[src/rtl/acl_rm_pkg.sv]
// acl_rm_pkg: types and constants shared by the acl rule match unit
// used by every file of the block; no dependencies
package acl_rm_pkg;

  localparam int unsigned KEY_W = 32;

  localparam logic [3:0] MAX_FIELDS = 4'd8;

  // field type codes
  localparam logic [1:0] TYPE_PREFIX = 2'd0;
  localparam logic [1:0] TYPE_RANGE  = 2'd1;
  localparam logic [1:0] TYPE_EXACT  = 2'd2;

  // field width codes
  localparam logic [1:0] WIDTH_8  = 2'd0;
  localparam logic [1:0] WIDTH_16 = 2'd1;
  localparam logic [1:0] WIDTH_32 = 2'd2;

  // configuration register indexes
  localparam logic [1:0] CFG_FIELD_COUNT = 2'd0;
  localparam logic [1:0] CFG_TYPE_MAP    = 2'd1;
  localparam logic [1:0] CFG_WIDTH_MAP   = 2'd2;

  localparam int unsigned CFG_IDX_W  = 2;
  localparam int unsigned CFG_DATA_W = 16;

  // classified field, front to back
  typedef struct packed {
    logic             field_match;
    logic             interval_ok;
    logic [KEY_W-1:0] interval_low;
    logic [KEY_W-1:0] interval_high;
    logic             last_field;
  } cls_item_t;

endpackage

[src/rtl/acl_rm_back.sv]
// acl_rm_back: running rule verdict and output register
// depends on acl_rm_pkg
module acl_rm_back
  import acl_rm_pkg::*;
(
  input  logic             clk,
  input  logic             rst_n,
  input  logic             q_not_empty,
  input  cls_item_t        q_item,
  output logic             q_pop,
  output logic             out_valid,
  input  logic             out_ready,
  output logic             field_match,
  output logic             rule_match,
  output logic             interval_ok,
  output logic [KEY_W-1:0] interval_low,
  output logic [KEY_W-1:0] interval_high,
  output logic             last_result
);

  logic      out_valid_r, out_valid_nxt;
  logic      match_so_far_r, match_so_far_nxt;
  logic      rule_r;
  cls_item_t item_r;
  logic      rule_now;

  assign q_pop    = q_not_empty && (!out_valid_r || out_ready);
  assign rule_now = match_so_far_r & q_item.field_match;

  always_comb begin
    out_valid_nxt    = out_valid_r;
    match_so_far_nxt = match_so_far_r;
    if (q_pop) begin
      out_valid_nxt    = 1'b1;
      match_so_far_nxt = q_item.last_field ? 1'b1 : rule_now;
    end else if (out_ready) begin
      out_valid_nxt = 1'b0;
    end
  end

  always_ff @(posedge clk) begin
    if (!rst_n) begin
      out_valid_r    <= 1'b0;
      match_so_far_r <= 1'b1;
    end else begin
      out_valid_r    <= out_valid_nxt;
      match_so_far_r <= match_so_far_nxt;
    end
  end

  always_ff @(posedge clk) begin
    if (q_pop) begin
      item_r <= q_item;
      rule_r <= rule_now;
    end
  end

  assign out_valid     = out_valid_r;
  assign field_match   = item_r.field_match;
  assign rule_match    = rule_r;
  assign interval_ok   = item_r.interval_ok;
  assign interval_low  = item_r.interval_low;
  assign interval_high = item_r.interval_high;
  assign last_result   = item_r.last_field;

endmodule

[config.mk]
export PLATFORM = sky130hd
export DESIGN_NAME = acl_rm_back
export DESIGN_NICKNAME = d
export VERILOG_FILES = /design/src/rtl/acl_rm_pkg.sv /design/src/rtl/acl_rm_back.sv
export SDC_FILE = /design/constraint.sdc
export NUM_CORES = 1
export LEC_CHECK = 0
export BUFFER_PORTS_ARGS = -buffer_cell sky130_fd_sc_hd__buf_2
export CAP_MARGIN = 20
export CORE_MARGIN = 10
export CORE_UTILIZATION = 44
export DETAILED_ROUTE_END_ITERATION = 12
export GPL_ROUTABILITY_DRIVEN = 0
export PLACE_DENSITY = 0.83
export SKIP_LAST_GASP = 1
export SYNTH_ARGS = -nofsm -noshare
export SYNTH_HDL_FRONTEND = slang
export SYNTH_SLANG_ARGS = --single-unit
[constraint.sdc]
create_clock -name clk -period 4.5 [get_ports clk]
set_input_delay 0.675 -clock clk [delete_from_list [all_inputs] [get_ports clk]]
set_output_delay 0.675 -clock clk [all_outputs]
set_load 0.05 [all_outputs]
==> results.ini <==
[outcome]
status = complete, no violations

[cells_and_area]
n_antenna_cell = 0
areaGrowthSynthToFinish_pct = 45.4
drive_gt1_frac = 0.667
layout.nets = 301
design_area_mm2 = 0.00311
postLayoutCoreUtil = 0.659

[sta]
fmax_mhz = 494
fin_setup_tns_ps = 0
max_slew_margin = 0.453
finalSetupViolations = 0
fin_worst_skew_ps = 3.95
tightest_slew_ps = 820
fin_crit_ps = 2020
fin_crit_sh = 0.449
grt_setup_unrepaired = false
hold_viol_final = 0
slew_viol_final = 0
whs_ps = 498

[floorplan]
ioPinCount = 141
start_util = 0.453
die_x_um = 89.8
fp.dieH_um = 89.8
core.rowCount = 25
die_area_mm2 = 0.00806
core_mm2 = 0.00472

[run]
maxCapViolCount = 0

[power_and_ir_drop]
combPwrFrac = 0.150
p_sw_w = 0.000387
p_int_w = 0.00106
p_per_area_mw_per_mm2 = 464
irDropWorstVdd_v = 0.000293
p_leak_nw = 1.35
swShare = 0.268
p_clk_frac = 0.317
p_seq_frac = 0.532

[hold_path]
hold_class = reg2reg

[synth]
synth_top_area_cell = edfxtp_1
synth_most_common_cell = edfxtp_1
syn_nets = 149
synth_edf_count = 68
avgSynthCellArea_um2 = 27.4
synthTopCellsByArea = edfxtp_1 95%, dfxtp_1 1.9%, nor2b_4 0.64%, a221o_1 0.47%, and2b_2 0.41%
synth_area_mm2 = 0.00214
ys_seq_elements = 70
synth-seq-area-share = 0.973
yosysTopAreaCellShare = 0.954
async_flop_share = 0
ys_types = 9
synth_flop_cell = edfxtp_1
synthCells = 78
ys_top_cells_by_count = 68 x edfxtp_1, 2 x dfxtp_1, 2 x nor2_1
ys_warn_count = 0

[worst_setup_path]
timing.rr.end = interval_low[27]
critPathSlowestCell = and2b_2
cp-startpoint = out_ready
reg2reg_from = out_valid
crit_fanout = 3
crit_required_ps = 3830
endpoint_kind = output pin
slowest_delay_ps = 230
path_class = in2out
crit_arrival_ps = 1350
ff2ff_path_depth = 3
cp-start-kind = input pin
rrSetupSlack_ps = 2810
endpoint = q_pop
crit_chain = buf_2 > nor2b_4 > and2b_2 > buf_2
crit_path_frequent_cell = buf_2

[routing]
antenna_left = 0
via_per_inst = 4.29
drt-initial-drc-count = 68
routed_wl_mm = 5.35
first_pass_iters = 3
vias = 1292
wl_per_cell_um = 17.8
drc = 0

[clock_network]
cts_max_level = 3
numCtsBuffers = 9
ctsResizeCount = 0
cts_root_buffer = clkbuf_8
cts_tree = yes
postCtsHoldBufs = 0
clock_sinks = 70
cts_buffer_depth = 2
path_clk_slew_ps = 70
post-cts-setup-buffers = 0
insertion_delay_ps = 320

[grt]
grt_pass1_vias = 1500
antenna_found_initial = 0
grt_overflow = 0
grtUsageTotal = 0.135
grt_pass1_wl_mm = 8.21
grt_start_max_net_pins = 70

[placement]
dp_hpwl_mm = 4.23
portBuffers = 140
placed_cell_area_mm2 = 0.00293

-- state kept, by name, indices dropped and copies added (netlist names) --
signal          cells
out_valid           1
last_result         1
interval_low       32
field_match         1
rule_match          1
interval_ok         1
interval_high      32
match_so_far_r      1
-- stage by stage --
| step | instances | worst slack [ps] | total power [W] |
|---|---|---|---|
| detailed placement | 286 | 2390 | 0.00100 |
| finish | 301 | 2480 | 0.00144 |
| global placement | 286 | 2450 | 0.000998 |
| floorplan | 78 | 1990 | 0.000931 |
| global route | 301 | 2450 | 0.00150 |
| CTS | 301 | 2470 | 0.00146 |
-- power groups by stage --
| stage | registers (W) | logic [W] | clock network (W) |
|---|---|---|---|
| floorplan | 0.000915 | 0.0000168 | 0 |
| global placement | 0.000782 | 0.000217 | 0 |
| detailed placement | 0.000783 | 0.000220 | 0 |
| CTS | 0.000770 | 0.000220 | 0.000469 |
| global route | 0.000772 | 0.000228 | 0.000504 |
| finish | 0.000769 | 0.000217 | 0.000459 |
-- critical path, delay by kind of cell --
| kind | cells | cell delay (ps) |
|---|---|---|
| AND/OR/NAND/NOR | 2 | 350 |
| buffers and inverters | 2 | 320 |
-- layout by cell type, fill, tap and decap left out, drive strengths merged --
cell,Yosys,routed
a221o,1,1
and2,1,1
and2b,1,1
buf,0,141
bufinv,0,1
clkbuf,0,10
clkinv,0,3
clkinvlp,0,1
dfxtp,2,2
edfxtp,68,68
inv,1,1
nor2,2,2
nor2b,1,1
or3b,1,1
-- per-layer routing --
layer / global-route usage / wire length [µm]
met1: 0.121 / 1790
met2: 0.214 / 2620
met3: 0.102 / 837
met4: 0.0728 / 100
met5: 0 / 0
-- worst min path at each step --
stage,from,cells past startpoint,slack [ps],end
4_1_cts,q_item[12],1,500,interval_high[11]
3_3_place_gp,match_so_far_r,1,460,match_so_far_r
3_5_place_dp,match_so_far_r,1,480,match_so_far_r
5_1_grt,q_item[6],1,490,interval_high[5]
2_1_floorplan,match_so_far_r,1,450,match_so_far_r
6_report,match_so_far_r,1,500,match_so_far_r
-- layout make-up --
cell class / instances / area [µm²]
Inverter: 1 / 3.75
Fill cell: 345 / 1610
Clock inverter: 5 / 51.3
Clock buffer: 10 / 128
Tap cell: 67 / 83.8
Timing Repair Buffer: 141 / 708
Multi-Input combinational cell: 7 / 55.1
Sequential cell: 70 / 2080
-- cells by family (layout without fill, tap and decap cells) --
kind of cell | after synthesis | after routing | synth area share
DFF | 70 | 70 | 0.973
AOI/OAI and AO/OA | 1 | 1 | 0.00468
and+or+nand+nor | 6 | 6 | 0.0210
buffers and inverters | 1 | 157 | 0.00175
(Power assumes the default switching activity.)
