## src/rtl/acl_rm_pkg.sv

```systemverilog
// acl_rm_pkg: types and constants shared by the acl rule match unit
// used by every file of the block; no dependencies
package acl_rm_pkg;

  localparam int unsigned KEY_W = 32;

  localparam logic [3:0] MAX_FIELDS = 4'd8;

  // field type codes
  localparam logic [1:0] TYPE_PREFIX = 2'd0;
  localparam logic [1:0] TYPE_RANGE  = 2'd1;
  localparam logic [1:0] TYPE_EXACT  = 2'd2;

  // field width codes
  localparam logic [1:0] WIDTH_8  = 2'd0;
  localparam logic [1:0] WIDTH_16 = 2'd1;
  localparam logic [1:0] WIDTH_32 = 2'd2;

  // configuration register indexes
  localparam logic [1:0] CFG_FIELD_COUNT = 2'd0;
  localparam logic [1:0] CFG_TYPE_MAP    = 2'd1;
  localparam logic [1:0] CFG_WIDTH_MAP   = 2'd2;

  localparam int unsigned CFG_IDX_W  = 2;
  localparam int unsigned CFG_DATA_W = 16;

  // classified field, front to back
  typedef struct packed {
    logic             field_match;
    logic             interval_ok;
    logic [KEY_W-1:0] interval_low;
    logic [KEY_W-1:0] interval_high;
    logic             last_field;
  } cls_item_t;

endpackage

```

## src/rtl/acl_rm_queue.sv

```systemverilog
// acl_rm_queue: short fifo of classified items between front and back
// depends on acl_rm_pkg
module acl_rm_queue
  import acl_rm_pkg::*;
#(
  parameter int unsigned DEPTH = 2
) (
  input  logic      clk,
  input  logic      rst_n,
  input  logic      push,
  input  cls_item_t push_item,
  output logic      full,
  input  logic      pop,
  output logic      not_empty,
  output cls_item_t pop_item
);

  localparam int unsigned PTR_W = (DEPTH > 1) ? $clog2(DEPTH) : 1;
  localparam int unsigned CNT_W = $clog2(DEPTH + 1);
  localparam logic [PTR_W-1:0] LAST_PTR = PTR_W'(DEPTH - 1);
  localparam logic [CNT_W-1:0] FULL_CNT = CNT_W'(DEPTH);

  cls_item_t        mem_r [DEPTH];
  logic [PTR_W-1:0] wr_ptr_r, wr_ptr_nxt;
  logic [PTR_W-1:0] rd_ptr_r, rd_ptr_nxt;
  logic [CNT_W-1:0] cnt_r, cnt_nxt;

  assign full      = (cnt_r == FULL_CNT);
  assign not_empty = (cnt_r != '0);
  assign pop_item  = mem_r[rd_ptr_r];

  always_comb begin
    wr_ptr_nxt = wr_ptr_r;
    rd_ptr_nxt = rd_ptr_r;
    cnt_nxt    = cnt_r;
    if (push) begin
      wr_ptr_nxt = (wr_ptr_r == LAST_PTR) ? '0 : wr_ptr_r + PTR_W'(1);
    end
    if (pop) begin
      rd_ptr_nxt = (rd_ptr_r == LAST_PTR) ? '0 : rd_ptr_r + PTR_W'(1);
    end
    if (push && !pop) begin
      cnt_nxt = cnt_r + CNT_W'(1);
    end else if (pop && !push) begin
      cnt_nxt = cnt_r - CNT_W'(1);
    end
  end

  always_ff @(posedge clk) begin
    if (!rst_n) begin
      wr_ptr_r <= '0;
      rd_ptr_r <= '0;
      cnt_r    <= '0;
    end else begin
      wr_ptr_r <= wr_ptr_nxt;
      rd_ptr_r <= rd_ptr_nxt;
      cnt_r    <= cnt_nxt;
    end
  end

  always_ff @(posedge clk) begin
    if (push) begin
      mem_r[wr_ptr_r] <= push_item;
    end
  end

endmodule

```

## config.mk

```make
export PLATFORM = sky130hd
export DESIGN_NAME = acl_rm_queue
export DESIGN_NICKNAME = d
export VERILOG_FILES = /design/src/rtl/acl_rm_pkg.sv /design/src/rtl/acl_rm_queue.sv
export SDC_FILE = /design/constraint.sdc
export NUM_CORES = 1
export LEC_CHECK = 0
export BUFFER_PORTS_ARGS = -buffer_cell sky130_fd_sc_hd__buf_2
export CORE_UTILIZATION = 52
export DETAILED_ROUTE_END_ITERATION = 6
export HOLD_SLACK_MARGIN = 0.06
export PLACE_DENSITY = 0.9
export SLEW_MARGIN = 25
export SYNTH_ARGS = -nofsm -noshare
export SYNTH_HDL_FRONTEND = slang
export SYNTH_SLANG_ARGS = --single-unit
export TNS_END_PERCENT = 30
```

## constraint.sdc

```tcl
create_clock -name clk -period 5.8 [get_ports clk]
set_clock_uncertainty 0.15 [all_clocks]
set_input_delay 1.16 -clock clk [delete_from_list [all_inputs] [get_ports clk]]
set_output_delay 1.16 -clock clk [all_outputs]
set_load 0.01 [all_outputs]
```

==> results of run 1 <==
## metrics by stage
step            util  total power, W
6_report       0.681         0.00245
5_1_grt        0.681         0.00253
4_1_cts        0.681         0.00247
3_5_place_dp   0.622         0.00144
3_3_place_gp   0.619         0.00143
2_1_floorplan      -         0.00134
## state kept, by name, summed over array words and instances (netlist names), named ones only
| signal | cells |
|---|---|
| cnt_r | 2 |
| mem_r | 134 |
| rd_ptr_r | 1 |
| wr_ptr_r | 1 |
## power by group through the flow
stage | Combinational (W) | Sequential, W | Clock (W)
final | 0.000220 | 0.00120 | 0.00103
after global routing | 0.000239 | 0.00120 | 0.00110
after CTS | 0.000223 | 0.00120 | 0.00105
after detailed placement | 0.000222 | 0.00122 | 0
after global placement | 0.000212 | 0.00121 | 0
after floorplan | 0.000149 | 0.00119 | 0
## routing by layer
metal,track usage,part of all wire,vias to the layer above
li1,-,-,1213
met1,0.199,0.41,1276
met2,0.273,0.51,110
met3,0.0752,0.070,15
met4,0.0736,0.017,0
met5,0,0,-
## synthesized netlist by cell type, drive strengths merged
cell type	n	area, sq um
nor2b	2	12.5
and2b	1	8.76
xnor2	1	8.76
ha	1	12.5
and2	4	25.0
o21a	1	7.51
edfxtp	134	4020
buf	7	56.3
inv	1	3.75
or3	1	6.26
o21ai	1	5.00
or2	1	6.26
xor2	2	17.5
a21boi	1	7.51
mux2	67	867
dfxtp	5	100
## final timing paths
check | startpoint | end | slack [ns] | depth (start not counted)
max reg2reg | wr_ptr_r | mem_r[0][28] | 4.01 | 2
max | flop | pop_item[51] | 2.35 | 2
min | cnt_r[1] | cnt_r[1] | 0.36 | 2
min reg2reg | cnt_r[1] | cnt_r[1] | 0.36 | 2
## cell families after synthesis
group                    Yosys count
adder cells (fa/ha/maj)            1
multiplexers                      67
XOR/XNOR                           3
AND/OR/NAND/NOR                    9
AO/OA/AOI/OAI                      3
buffers and inverters              8
flip-flops                       139
## layout by cell type, fill, tap and decap left out, types with 3 or more instances in the layout
master      synthesis  final
and2_1              4      3
dfxtp_1             5      4
buf_2               3    139
clkinv_2            0      3
bufinv_16           0      3
clkinvlp_4          0      3
edfxtp_1          134    134
mux2_2             37     37
clkbuf_16           0     16
clkbuf_1            0      3
mux2_4             30     30
## layout make-up
class	instances	area, sq um
tap	133	166
multi-input combinational	83	995
clock inverter	12	149
timing repair buffer	141	731
sequential	139	4130
inverter	1	3.75
fill	628	3090
clock buffer	20	425
## worst max-delay path: stages, from the launching register on
cell and delay [ns]:
dfxtp_4 1.04, mux2_2 0.42, buf_2 0.14
==> flow_metrics.tcl, run 1 <==
set metrics [dict create \
    synth_top_family_by_area "multiplexers" \
    swShare 0.210 \
    power_density_nw_per_um2 371 \
    totalWireLength_mm 8.46 \
    maxCapViolCount 0 \
    fin_crit_sh 0.595 \
    cts_resized 0 \
    synth_xor_area_frac 0.00508 \
    rsz0062_at_grt "false" \
    antenna_left 0 \
    synth_compound_area_frac 0.00387 \
    clk_path_buf_depth 2 \
    syn_area_sq_um 5170 \
    antenna_found_initial 0 \
    slew_viol_final 0 \
    hold_viol 0 \
    synthAdderAreaFrac 0.00242 \
    syn-mean-instance-area_sq_um 22.5 \
    muxShareOfSynthArea 0.168 \
    placed_cell_area_sq_um 6020 \
    dpl.hpwl_mm 5.41 \
    hold_class "flop to flop" \
    die_w_um 102 \
    first_pass_iters 4 \
    power_frac_seq 0.488 \
    ys.warnings.count 0 \
    drt_iter0_drc 107 \
    tightestPinTransition_ns 1.05 \
    placedCellCount 497 \
    grt-ovfl-total 0 \
    ys_ff_latch 139 \
    numCtsBuffers 17 \
    cts_hold_buf 0 \
    die_height_um 102 \
    design_area_sq_um 6600 \
    core_area_sq_um 9680 \
    grt_max_degree 68 \
    switchingPower_w 0.000514 \
    layoutNonFillerInstCount 529 \
    crit_required_ns 4.49 \
    p_leak_nw 2.57 \
    post_synth_num_cell_types 19 \
    grt_pass1_vias 2572 \
    synthSimpleGateAreaFrac 0.0114 \
    dieArea_sq_um 10300 \
    clk_latency_ns 0.51 \
    drive_above_1_share 0.609 \
    pin_count 140 \
    worstSetupEndpointType "primary output" \
    relSlewSlack 0.302 \
    synthToLayoutAreaGrowth_pct 27.6 \
    vias_per_cell 4.94 \
    place_ws_ns 2.85 \
    fin_nets 455 \
    yosysSeqAreaShare 0.798 \
    p_comb_frac 0.090 \
    setup_tns_ns 0 \
    clock_sinks 139 \
    clkPwrFrac 0.422 \
    p_int_w 0.00193 \
    row_count 36 \
    n_antenna_cell 0 \
    critPathMaxFanout 67 \
    cts.clk_slew.worst_paths_ns 0.06 \
    setup_slack_ns 2.35 \
    cts-root-buf "clkbuf_8" \
    h-tree-depth 4 \
    synth_nets 302 \
    critPathLaunchType "flop" \
    io_buffer_count 139 \
    tritoncts "yes" \
    clock.fmax_mhz 290 \
    post-cts-setup-buffer-count 0 \
    start_util 0.534 \
    hold_slack_ns 0.360 \
    track_usage 0.170 \
    grt_pass1_wl_mm 12.6 \
    via_count 2614 \
    wl_per_cell_um 16.0 \
    setup_viol_count_final 0 \
    fin_crit_ns 3.45 \
    worstSetupPathType "flop to primary output" \
    arrival_ns 2.14 \
    routabilityCongestion 0.736 \
    syn_inst 230 \
    status "finished, final reports clean" \
    peakVddDrop_v 0.000212 \
    drc_errors 0 \
]
No activity file was read; power rests on OpenSTA's default activity.
==> run 2, diff against run 1 <==
clock period = 3.25 ns   (was 5.8 ns; I/O delays follow)
==> flow_metrics.tcl, run 2 (synthesized netlist as in run 1, its figures left out) <==
set metrics [dict create \
    antenna_left 0 \
    pin_count 140 \
    reg_top3 "mem_r: 134 flops, cnt_r: 2 flops" \
    fin_crit_sh 0.887 \
    tightestPinTransition_ns 0.904 \
    die_height_um 102 \
    fin_nets 458 \
    h-tree-depth 4 \
    layoutNonFillerInstCount 531 \
    peakVddDrop_v 0.000497 \
    fin_crit_ns 2.88 \
    wl_per_cell_um 16.2 \
    dpl.hpwl_mm 5.66 \
    hp-start "push_item[9]" \
    placedCellCount 500 \
    critPathMaxFanout 28 \
    crit_path_top_delay_cell "dfxtp_4" \
    regMostFlops "mem_r" \
    final_cell_mix "buf_2 (139), edfxtp_1 (134), mux2_2 (37)" \
    clock_sinks 139 \
    via_count 2589 \
    slew_viol_final 0 \
    tritoncts "yes" \
    first_pass_iters 4 \
    max_stage_delay_ns 0.65 \
    clk_latency_ns 0.51 \
    n_antenna_cell 0 \
    drc_errors 0 \
    cts.clk_slew.worst_paths_ns 0.06 \
    grt_max_degree 68 \
    critPathLaunchType "flop" \
    numCtsBuffers 17 \
    p_leak_nw 2.56 \
    grt-ovfl-total 0 \
    hold_viol 0 \
    grt_pass1_vias 2587 \
    min_path_cells 1 \
    grt_pass1_wl_mm 12.5 \
    cts-root-buf "clkbuf_8" \
    maxCapViolCount 0 \
    totalWireLength_mm 8.59 \
    hold_end "mem_r[0][9]" \
    crit_required_ns 2.45 \
    cts_hold_buf 0 \
    status "finished, final reports clean" \
    cp_cell_sequence "buf_4 -> mux2_2 -> buf_2" \
    worst-r2r-cell-count 1 \
    core_area_sq_um 9680 \
    n_fill_cell 643 \
    routabilityCongestion 0.644 \
    drive_above_1_share 0.611 \
    die_w_um 102 \
    dieArea_sq_um 10300 \
    antenna_found_initial 0 \
    vias_per_cell 4.88 \
    row_count 36 \
    timing.rr.end "mem_r[1][19]" \
    io_buffer_count 139 \
    rsz0062_at_grt "false" \
    clock.fmax_mhz 347 \
    cts_resized 0 \
    largest_register_ffs 134 \
    setup_viol_count_final 0 \
    r2r_start "wr_ptr_r" \
    power_density_nw_per_um2 652 \
    arrival_ns 2.08 \
    final_common_cell "buf_2" \
    setup_tns_ns 0 \
    reg2reg_setup_slack_ns 1.54 \
    relSlewSlack 0.398 \
    hold_class "primary input to flop" \
    clk_path_buf_depth 2 \
    start_util 0.534 \
    worstSetupEndpointType "primary output" \
    synthToLayoutAreaGrowth_pct 27.1 \
    worstSetupPathType "flop to primary output" \
    track_usage 0.172 \
    drt_iter0_drc 118 \
    post-cts-setup-buffer-count 0 \
]
## run 2: cell types whose count changed in the layout (fill, tap and decap cells not counted), sizes merged
cell and delta:
buf +3, bufinv -1, clkbuf -2, inv +2
## run 2: worst max path at each step
| stage | depth (start not counted) | slack [ns] | start | to |
|---|---|---|---|---|
| floorplan | 1 | 0.24 | push | mem_r[0][0] |
| global placement | 3 | 0.92 | flop | pop_item[54] |
| detailed placement | 3 | 0.87 | flop | pop_item[54] |
| CTS | 3 | 0.31 | flop | pop_item[54] |
| global route | 3 | 0.26 | flop | pop_item[54] |
| finish | 3 | 0.37 | flop | pop_item[54] |
## run 2: where the power goes
group / total (W) / switching, W / internal, W / leakage [nW]
Sequential: 0.00211 / 0.0000416 / 0.00207 / 1.30
Combinational: 0.000412 / 0.000194 / 0.000217 / 1.00
Clock: 0.00176 / 0.000682 / 0.00108 / 0.260
Total: 0.00428 / 0.000917 / 0.00337 / 2.56
## run 2: per-layer routing
| metal | global-route usage | vias to the layer above | share of wire |
|---|---|---|---|
| li1 | - | 1219 | - |
| met1 | 0.193 | 1246 | 0.40 |
| met2 | 0.283 | 107 | 0.51 |
| met3 | 0.0607 | 17 | 0.066 |
| met4 | 0.103 | 0 | 0.021 |
| met5 | 0 | - | 0 |
## run 2: stage by stage
step | total power (W) | setup slack [ns] | instance area (sq um) | hold slack [ns] | utilization
global placement | 0.00255 | 0.921 | 6030 | 0.331 | 0.622
global route | 0.00442 | 0.257 | 6570 | 0.150 | 0.678
finish | 0.00428 | 0.366 | 6570 | 0.168 | 0.678
CTS | 0.00432 | 0.308 | 6570 | 0.149 | 0.678
floorplan | 0.00239 | 0.242 | 5170 | 0.311 | -
detailed placement | 0.00257 | 0.870 | 6030 | 0.355 | 0.622
## run 2: critical path: cells and delay by family (launching register included)
kind | cells | cell delay [ns]
multiplexers | 1 | 0.39
buffers and inverters | 2 | 0.51
flip-flops | 1 | 0.65
## run 2: layout make-up
cell class | count | area [sq um] | share of cell area
clock buffer | 18 | 418 | 0.0636
clock inverter | 13 | 126 | 0.0192
inverter | 1 | 3.75 | 0.000571
multi-input combinational | 83 | 995 | 0.151
sequential | 139 | 4130 | 0.628
tap | 133 | 166 | 0.0253
timing repair buffer | 144 | 733 | 0.112
