**config.mk**
```make
export PLATFORM = sky130hd
export DESIGN_NAME = acl_rm_front
export DESIGN_NICKNAME = d
export VERILOG_FILES = /design/src/rtl/acl_rm_pkg.sv /design/src/rtl/acl_rm_front.sv
export SDC_FILE = /design/constraint.sdc
export NUM_CORES = 1
export LEC_CHECK = 0
export BUFFER_PORTS_ARGS = -buffer_cell sky130_fd_sc_hd__buf_4
export CORE_MARGIN = 2
export CORE_UTILIZATION = 35
export CTS_BUF_LIST = sky130_fd_sc_hd__clkbuf_8
export DETAILED_ROUTE_END_ITERATION = 10
export PLACE_DENSITY = 0.62
export SYNTH_ARGS = -nofsm -noshare
export SYNTH_HDL_FRONTEND = slang
export SYNTH_SLANG_ARGS = --single-unit
```
**constraint.sdc**
```tcl
create_clock -name clk -period 9.14 [get_ports clk]
set_input_delay 0.457 -clock clk [delete_from_list [all_inputs] [get_ports clk]]
set_output_delay 0.457 -clock clk [all_outputs]
set_load 0.01 [all_outputs]
```
**src/rtl/acl_rm_pkg.sv**
```systemverilog
// acl_rm_pkg: types and constants shared by the acl rule match unit
// used by every file of the block; no dependencies
package acl_rm_pkg;

  localparam int unsigned KEY_W = 32;

  localparam logic [3:0] MAX_FIELDS = 4'd8;

  // field type codes
  localparam logic [1:0] TYPE_PREFIX = 2'd0;
  localparam logic [1:0] TYPE_RANGE  = 2'd1;
  localparam logic [1:0] TYPE_EXACT  = 2'd2;

  // field width codes
  localparam logic [1:0] WIDTH_8  = 2'd0;
  localparam logic [1:0] WIDTH_16 = 2'd1;
  localparam logic [1:0] WIDTH_32 = 2'd2;

  // configuration register indexes
  localparam logic [1:0] CFG_FIELD_COUNT = 2'd0;
  localparam logic [1:0] CFG_TYPE_MAP    = 2'd1;
  localparam logic [1:0] CFG_WIDTH_MAP   = 2'd2;

  localparam int unsigned CFG_IDX_W  = 2;
  localparam int unsigned CFG_DATA_W = 16;

  // classified field, front to back
  typedef struct packed {
    logic             field_match;
    logic             interval_ok;
    logic [KEY_W-1:0] interval_low;
    logic [KEY_W-1:0] interval_high;
    logic             last_field;
  } cls_item_t;

endpackage

```
**src/rtl/acl_rm_front.sv**
```systemverilog
// acl_rm_front: configuration registers and per-field classification
// depends on acl_rm_pkg
module acl_rm_front
  import acl_rm_pkg::*;
(
  input  logic                  clk,
  input  logic                  rst_n,
  input  logic                  cfg_we,
  input  logic [CFG_IDX_W-1:0]  cfg_index,
  input  logic [CFG_DATA_W-1:0] cfg_wdata,
  input  logic [2:0]            field_index,
  input  logic [KEY_W-1:0]      key_value,
  input  logic [KEY_W-1:0]      rule_value,
  input  logic [KEY_W-1:0]      rule_mask_range,
  input  logic                  last_field,
  output cls_item_t             cls_item
);

  logic [3:0]  field_count_r;
  logic [15:0] field_type_map_r;
  logic [15:0] field_width_map_r;

  always_ff @(posedge clk) begin
    if (!rst_n) begin
      field_count_r     <= '0;
      field_type_map_r  <= '0;
      field_width_map_r <= '0;
    end else if (cfg_we) begin
      unique case (cfg_index)
        CFG_FIELD_COUNT: field_count_r     <= cfg_wdata[3:0];
        CFG_TYPE_MAP:    field_type_map_r  <= cfg_wdata;
        CFG_WIDTH_MAP:   field_width_map_r <= cfg_wdata;
        default: ;
      endcase
    end
  end

  logic [3:0]       count;
  logic             in_use;
  logic [1:0]       ftype;
  logic [1:0]       wcode;
  logic [5:0]       bits;
  logic [KEY_W-1:0] wm;
  logic [KEY_W-1:0] key;
  logic [KEY_W-1:0] val;
  logic [KEY_W-1:0] mr;
  logic             empty;
  logic [5:0]       len;
  logic [5:0]       sh;
  logic [KEY_W-1:0] host;
  logic             hit;
  logic             iok;
  logic [KEY_W-1:0] ilow;
  logic [KEY_W-1:0] ihigh;

  assign count  = (field_count_r > MAX_FIELDS) ? MAX_FIELDS : field_count_r;
  assign in_use = {1'b0, field_index} < count;
  assign ftype  = field_type_map_r[{field_index, 1'b0} +: 2];
  assign wcode  = field_width_map_r[{field_index, 1'b0} +: 2];

  always_comb begin
    unique case (wcode)
      WIDTH_8: begin
        bits = 6'd8;
        wm   = 32'h0000_00FF;
      end
      WIDTH_16: begin
        bits = 6'd16;
        wm   = 32'h0000_FFFF;
      end
      default: begin
        bits = 6'd32;
        wm   = 32'hFFFF_FFFF;
      end
    endcase
  end

  assign key   = key_value & wm;
  assign val   = rule_value & wm;
  assign mr    = rule_mask_range & wm;
  assign empty = (val == '0) && (mr == '0);

  // prefix length clamped to the field width
  assign len  = (mr > {26'd0, bits}) ? bits : mr[5:0];
  assign sh   = bits - len;
  assign host = (len == 6'd0) ? wm : ((32'd1 << sh[4:0]) - 32'd1);

  always_comb begin
    hit   = 1'b0;
    iok   = 1'b0;
    ilow  = '0;
    ihigh = '0;
    unique case (ftype)
      TYPE_PREFIX: begin
        hit   = (len == 6'd0) || (((val ^ key) & ~host) == '0);
        iok   = 1'b1;
        ilow  = val & ~host & wm;
        ihigh = (val | host) & wm;
      end
      TYPE_RANGE: begin
        hit   = (key >= val) && (key <= mr);
        iok   = 1'b1;
        ilow  = val;
        ihigh = mr;
      end
      TYPE_EXACT: begin
        hit = ((val ^ key) & mr) == '0;
        if (mr == wm) begin
          iok   = 1'b1;
          ilow  = val;
          ihigh = val;
        end
      end
      default: ;
    endcase
  end

  always_comb begin
    cls_item.last_field = last_field;
    if (in_use) begin
      cls_item.field_match   = empty | hit;
      cls_item.interval_ok   = iok;
      cls_item.interval_low  = ilow;
      cls_item.interval_high = ihigh;
    end else begin
      cls_item.field_match   = 1'b1;
      cls_item.interval_ok   = 1'b0;
      cls_item.interval_low  = '0;
      cls_item.interval_high = '0;
    end
  end

endmodule

```
==> impl_metrics.ini, run 1 <==
[clock_network]
cts_tree = done
numCtsBuffers = 5
cts_hold_buf = 0
htreeDepth = 2
clk_pin_slew_ps = 70
cts_buffer_depth = 2
post_cts_buffers = 0
postCtsResizedCells = 0
clk_latency_ps = 290
clockRootBuffer = clkbuf_8
cts_num_sinks = 36

[die]
die_w_microns = 146
rows = 52
die-area_sq_mm = 0.0214
die_h_microns = 146
initial_core_util_pct = 35.4
coreArea_sq_mm = 0.0200
ios = 188

[routing]
wl_mm = 31.5
drt_iter0_drc = 1090
drtPass1Iterations = 6
drt-vias-per-instance = 6.05
route.antenna.remaining_nets = 0
vias = 8947
drc_errors = 0
avgRoutedWirePerCell_microns = 21.3

[critical_path]
critPathRequiredTime_ps = 8680
critical-path-top-delay-family = compound AO/OA/AOI/OAI gates
crit_arrival_ps = 7930
cp_slowest_stage_delay_ps = 590
crit_buf_inv = 7
worstPathMaxFanout = 17
worst_setup_path_start_kind = input port
critPathKind = in2out
crit_path_frequent_cell = buf_4
cp-end-kind = output port
slowest_stage = xor2_1

[global_routing]
grt_max_degree = 74
grt_pass1_vias = 8573
grt_overflow = 0
grt_pass1_wl_mm = 48.7
grt_use_total_pct = 28.2
antenna_found_initial = 0

[timing]
finalSetupViolCount = 0
max_slew_margin_pct = 27.8
tightestPinTransition_ps = 1060
hold_viol = 0
setup_tns_ps = 0
fmax_ghz = 0.119
rsz0062_at_grt = false
clock_skew_ps = 0
drv_slew = 0
finalCriticalPeriod_ps = 8390
holdWs_ps = 429
fin_crit_sh_pct = 91.8

[flow_run]
cap_violations = 0

[finish]
nets = 1399
post-route-util_pct = 43.7
layout-drive-gt1-share_pct = 20.5
area_delta_synth_final_pct = 23.4
diodes = 0

[power_and_ir_drop]
p_leak_nw = 3.70
max-vdd-ir-drop_v = 0.000113
power_density_mw_per_mm2 = 108

[logic_synthesis]
syn_inst = 1065
synth_most_common_cell = nand2_1
ys_top_cells_by_count = nand2_1 (192), nor2_1 (78), ha_1 (71)
synth_edf_count = 0
synth-seq-area-share_pct = 10.2
async_reset_ff_share_pct = 0
synth_area_per_cell_sq_um = 6.66
ys_seq_elements = 36
synthFlopType = dfxtp_1
yosysWarnings = 0
synth_cell_types = 84
syn_area_sq_mm = 0.00710
yosys-top-cells-area = ha_1 (13%), dfxtp_1 (10%), nand2_1 (10%)
syn-num-nets = 1257
synth_top_area_share_pct = 12.5
yosys.area.top_type = ha_1

[status]
status = finished clean

[hold_path]
min_path_type = in2reg

[placement]
place_congestion = 0.994
port_buffers = 185
hpwl_mm = 25.4
[kinds of logic (layout without fill, tap and decap cells)]
kind of cell               count (synthesis)  after routing  synth area share, %
AOI/OAI and AO/OA                        300            300                 29.2
xor gates and xnor gates                  21             21                 2.96
adders and majority gates                 71             71                 12.5
buffers and inverters                     99            242                 5.66
DFF                                       36             36                 10.2
muxes                                     20             20                 3.98
and+or+nand+nor                          518            518                 35.5
[metrics by stage]
step / setup WS [ps] / instance area [sq um] / instances / total power [mW]
after floorplan: 1500 / 7100 / 1065 / 0.583
after global placement: 1070 / 8670 / 1470 / 0.811
after detailed placement: 973 / 8670 / 1470 / 0.810
after CTS: 911 / 8760 / 1478 / 0.931
after global routing: 267 / 8760 / 1478 / 1.01
final: 754 / 8760 / 1478 / 0.947
[worst paths after layout]
path,slack (ps),start,end,depth (start not counted)
max reg2reg,8490,field_width_map_r[10],field_width_map_r[10],2
max,750,field_index[0],cls_item[66],33
min,430,cfg_wdata[12],field_type_map_r[12],3
min reg2reg,470,field_type_map_r[5],field_type_map_r[5],2
[worst register-to-register path, cell delays in order (launching register included)]
cell and delay (ps):
dfxtp_1 360, nand2_1 60, a21boi_0 170
[registers in the layout (all words and copies together), names as in the netlist]
register / count
field_width_map_r: 16
field_type_map_r: 16
field_count_r: 4
[layout by cell type, fill, tap and decap left out, types with 10 or more instances in the layout]
master    instances
buf_4           198
nand2_1         192
nor2_1           78
ha_1             71
a21oi_1          53
nand3_1          52
nor3_1           45
o21ai_0          38
dfxtp_1          36
inv_1            35
a31oi_1          35
a21boi_0         35
nand4_1          27
a21o_1           25
nor2b_1          25
and2_1           24
nand2b_1         17
nor4_1           17
o22ai_1          15
o31ai_1          14
o21a_1           12
xor2_1           10
[layer usage]
metal	wire length, microns	track usage (%)	vias up
li1	-	-	4204
met1	13700	38.8	4191
met2	14000	45.7	470
met3	2720	4.06	82
met4	1100	8.98	0
met5	0	0	-
[final cells by class]
class,instances,area (sq um)
clock buffers,6,82.6
clock inverters,2,11.3
fillers,2200,11300
inverters,36,136
multi-input cells,930,5990
flip-flops and latches,36,721
well taps,270,338
repair buffers,198,1490
[power breakdown]
group	leakage [nW]	internal [mW]	switching (mW)
clock	0.0486	0.0601	0.0586
sequential	0.293	0.162	0.00298
combinational	3.36	0.248	0.415
total	3.70	0.470	0.477
Note: power is estimated with default switching activity, not from simulation.
==> run 2, diff against run 1 <==
==> constraint.sdc (replaced) <==
create_clock -name clk -period 9.14 [get_ports clk]
set_input_delay 0.457 -clock clk [delete_from_list [all_inputs] [get_ports clk]]
set_output_delay 0.457 -clock clk [all_outputs]
set_load 0.1 [all_outputs]
==> run 2 against run 1 <==
Die area unchanged. Routed wire length increased by 1.1%. Clock skew unchanged. Design area increased by 0.16%. Clock power about the same. Combinational power increased by 17%. First-iteration DRC count decreased by 18%. Flip-flop and latch count unchanged. Sequential power about the same. Clock-buffer cell count unchanged. Final cell count unchanged. Total power increased by 12%. Largest power group unchanged.
==> impl_metrics.ini, run 2 (synthesis results as in run 1) <==
[status]
status = finished clean

[die]
die-area_sq_mm = 0.0214
die_h_microns = 146
initial_core_util_pct = 35.4
ios = 188
rows = 52
coreArea_sq_mm = 0.0200
die_w_microns = 146

[finish]
top_regs = field_type_map_r x16, field_width_map_r x16, field_count_r x4
fillers = 2197
nets = 1399
layout-drive-gt1-share_pct = 20.9
diodes = 0
area_delta_synth_final_pct = 23.6
final_common_cell = buf_4
final_cell_mix = buf_4 (198), nand2_1 (192), nor2_1 (78), ha_1 (71), a21oi_1 (53)

[routing]
route.antenna.remaining_nets = 0
drtPass1Iterations = 6
avgRoutedWirePerCell_microns = 21.5
drt_iter0_drc = 892
drc_errors = 0
vias = 9013
drt-vias-per-instance = 6.10
wl_mm = 31.8

[timing]
finalSetupViolCount = 0
max_slew_margin_pct = 23.4
setup_tns_ps = 0
hold_viol = 0
tightestPinTransition_ps = 1120
finalCriticalPeriod_ps = 8110
drv_slew = 0
fmax_ghz = 0.123
fin_crit_sh_pct = 88.7
clock_skew_ps = 0
rsz0062_at_grt = false

[global_routing]
grt_pass1_wl_mm = 49.5
grt_max_degree = 74
grt_pass1_vias = 8659
grt_use_total_pct = 28.6
antenna_found_initial = 0
grt_overflow = 0

[critical_path]
rr_worst_depth = 2
startpoint = field_index[0]
reg2reg_from = field_count_r[3]
worstPathMaxFanout = 16
cp_slowest_stage_delay_ps = 520
reg2reg_to = field_count_r[3]
critPathKind = in2out
critPathRequiredTime_ps = 8680
slowest_stage = ha_1
cp-end-kind = output port
r2r_slack_ps = 8480
worst_setup_path_start_kind = input port
crit_arrival_ps = 7650

[clock_network]
numCtsBuffers = 5
clk_latency_ps = 300
cts_tree = done
cts_num_sinks = 36
post_cts_buffers = 0
postCtsResizedCells = 0
cts_hold_buf = 0
clk_pin_slew_ps = 70
htreeDepth = 2
cts_buffer_depth = 2
clockRootBuffer = clkbuf_8

[hold_path]
min_to = field_type_map_r[10]
hold_start = cfg_wdata[10]
min_path_cells = 3
min_path_type = in2reg

[power_and_ir_drop]
p_leak_nw = 3.71
max-vdd-ir-drop_v = 0.000125
p_total_mw = 1.06
power_density_mw_per_mm2 = 120

[placement]
place_congestion = 1.01
port_buffers = 185
hpwl_mm = 25.6

[flow_run]
cap_violations = 0
==> run 2: changes by cell type in the layout (fill, tap and decap cells not counted), sizes merged <==
cell,previous run,this run
clkinvlp,1,0
clkinv,2,4
inv,35,34
==> run 2: metal layers <==
metal	global-route usage, %	part of all wire [%]
met3	4.88	10
met5	0	0
met2	46.1	45
met1	38.7	41
met4	9.76	3.3
==> run 2: area by class of cell <==
type	count	area (sq um)	area share, %
timing repair buffer	198	1490	16.9
clock inverter	2	10.0	0.114
tap	270	338	3.85
sequential	36	721	8.21
clock buffer	6	82.6	0.941
multi-input combinational	930	6000	68.4
inverter	36	136	1.55
==> run 2: where the power goes <==
| part | leakage, nW | total [mW] | switching, mW | internal (mW) |
|---|---|---|---|---|
| combinational | 3.36 | 0.774 | 0.523 | 0.251 |
| sequential | 0.293 | 0.165 | 0.00290 | 0.162 |
| clock | 0.0510 | 0.118 | 0.0582 | 0.0601 |
| total | 3.71 | 1.06 | 0.584 | 0.473 |
==> run 2: how the worst max path moves through the flow <==
stage	depth (start not counted)	to
after floorplan	33	cls_item[55]
after global placement	30	cls_item[66]
after detailed placement	30	cls_item[66]
after CTS	30	cls_item[66]
after global routing	31	cls_item[66]
final	30	cls_item[66]
==> run 2: worst max-delay path, delay by kind of cell <==
family | cells | cell delay [ps]
compound gates | 9 | 2130
simple gates | 9 | 1520
fa+ha+maj | 3 | 1140
buf+inv | 4 | 810
mux | 2 | 800
xor+xnor | 3 | 780
==> run 2: stage by stage <==
stage	utilization [%]	hold slack, ps	area, sq um	instances	setup slack (ps)
after floorplan	-	440	7110	1065	11.2
after global placement	43.3	449	8680	1470	1300
after detailed placement	43.3	457	8680	1470	1140
after CTS	43.8	419	8770	1478	1120
after global routing	43.8	425	8770	1478	532
final	43.8	420	8770	1478	1030
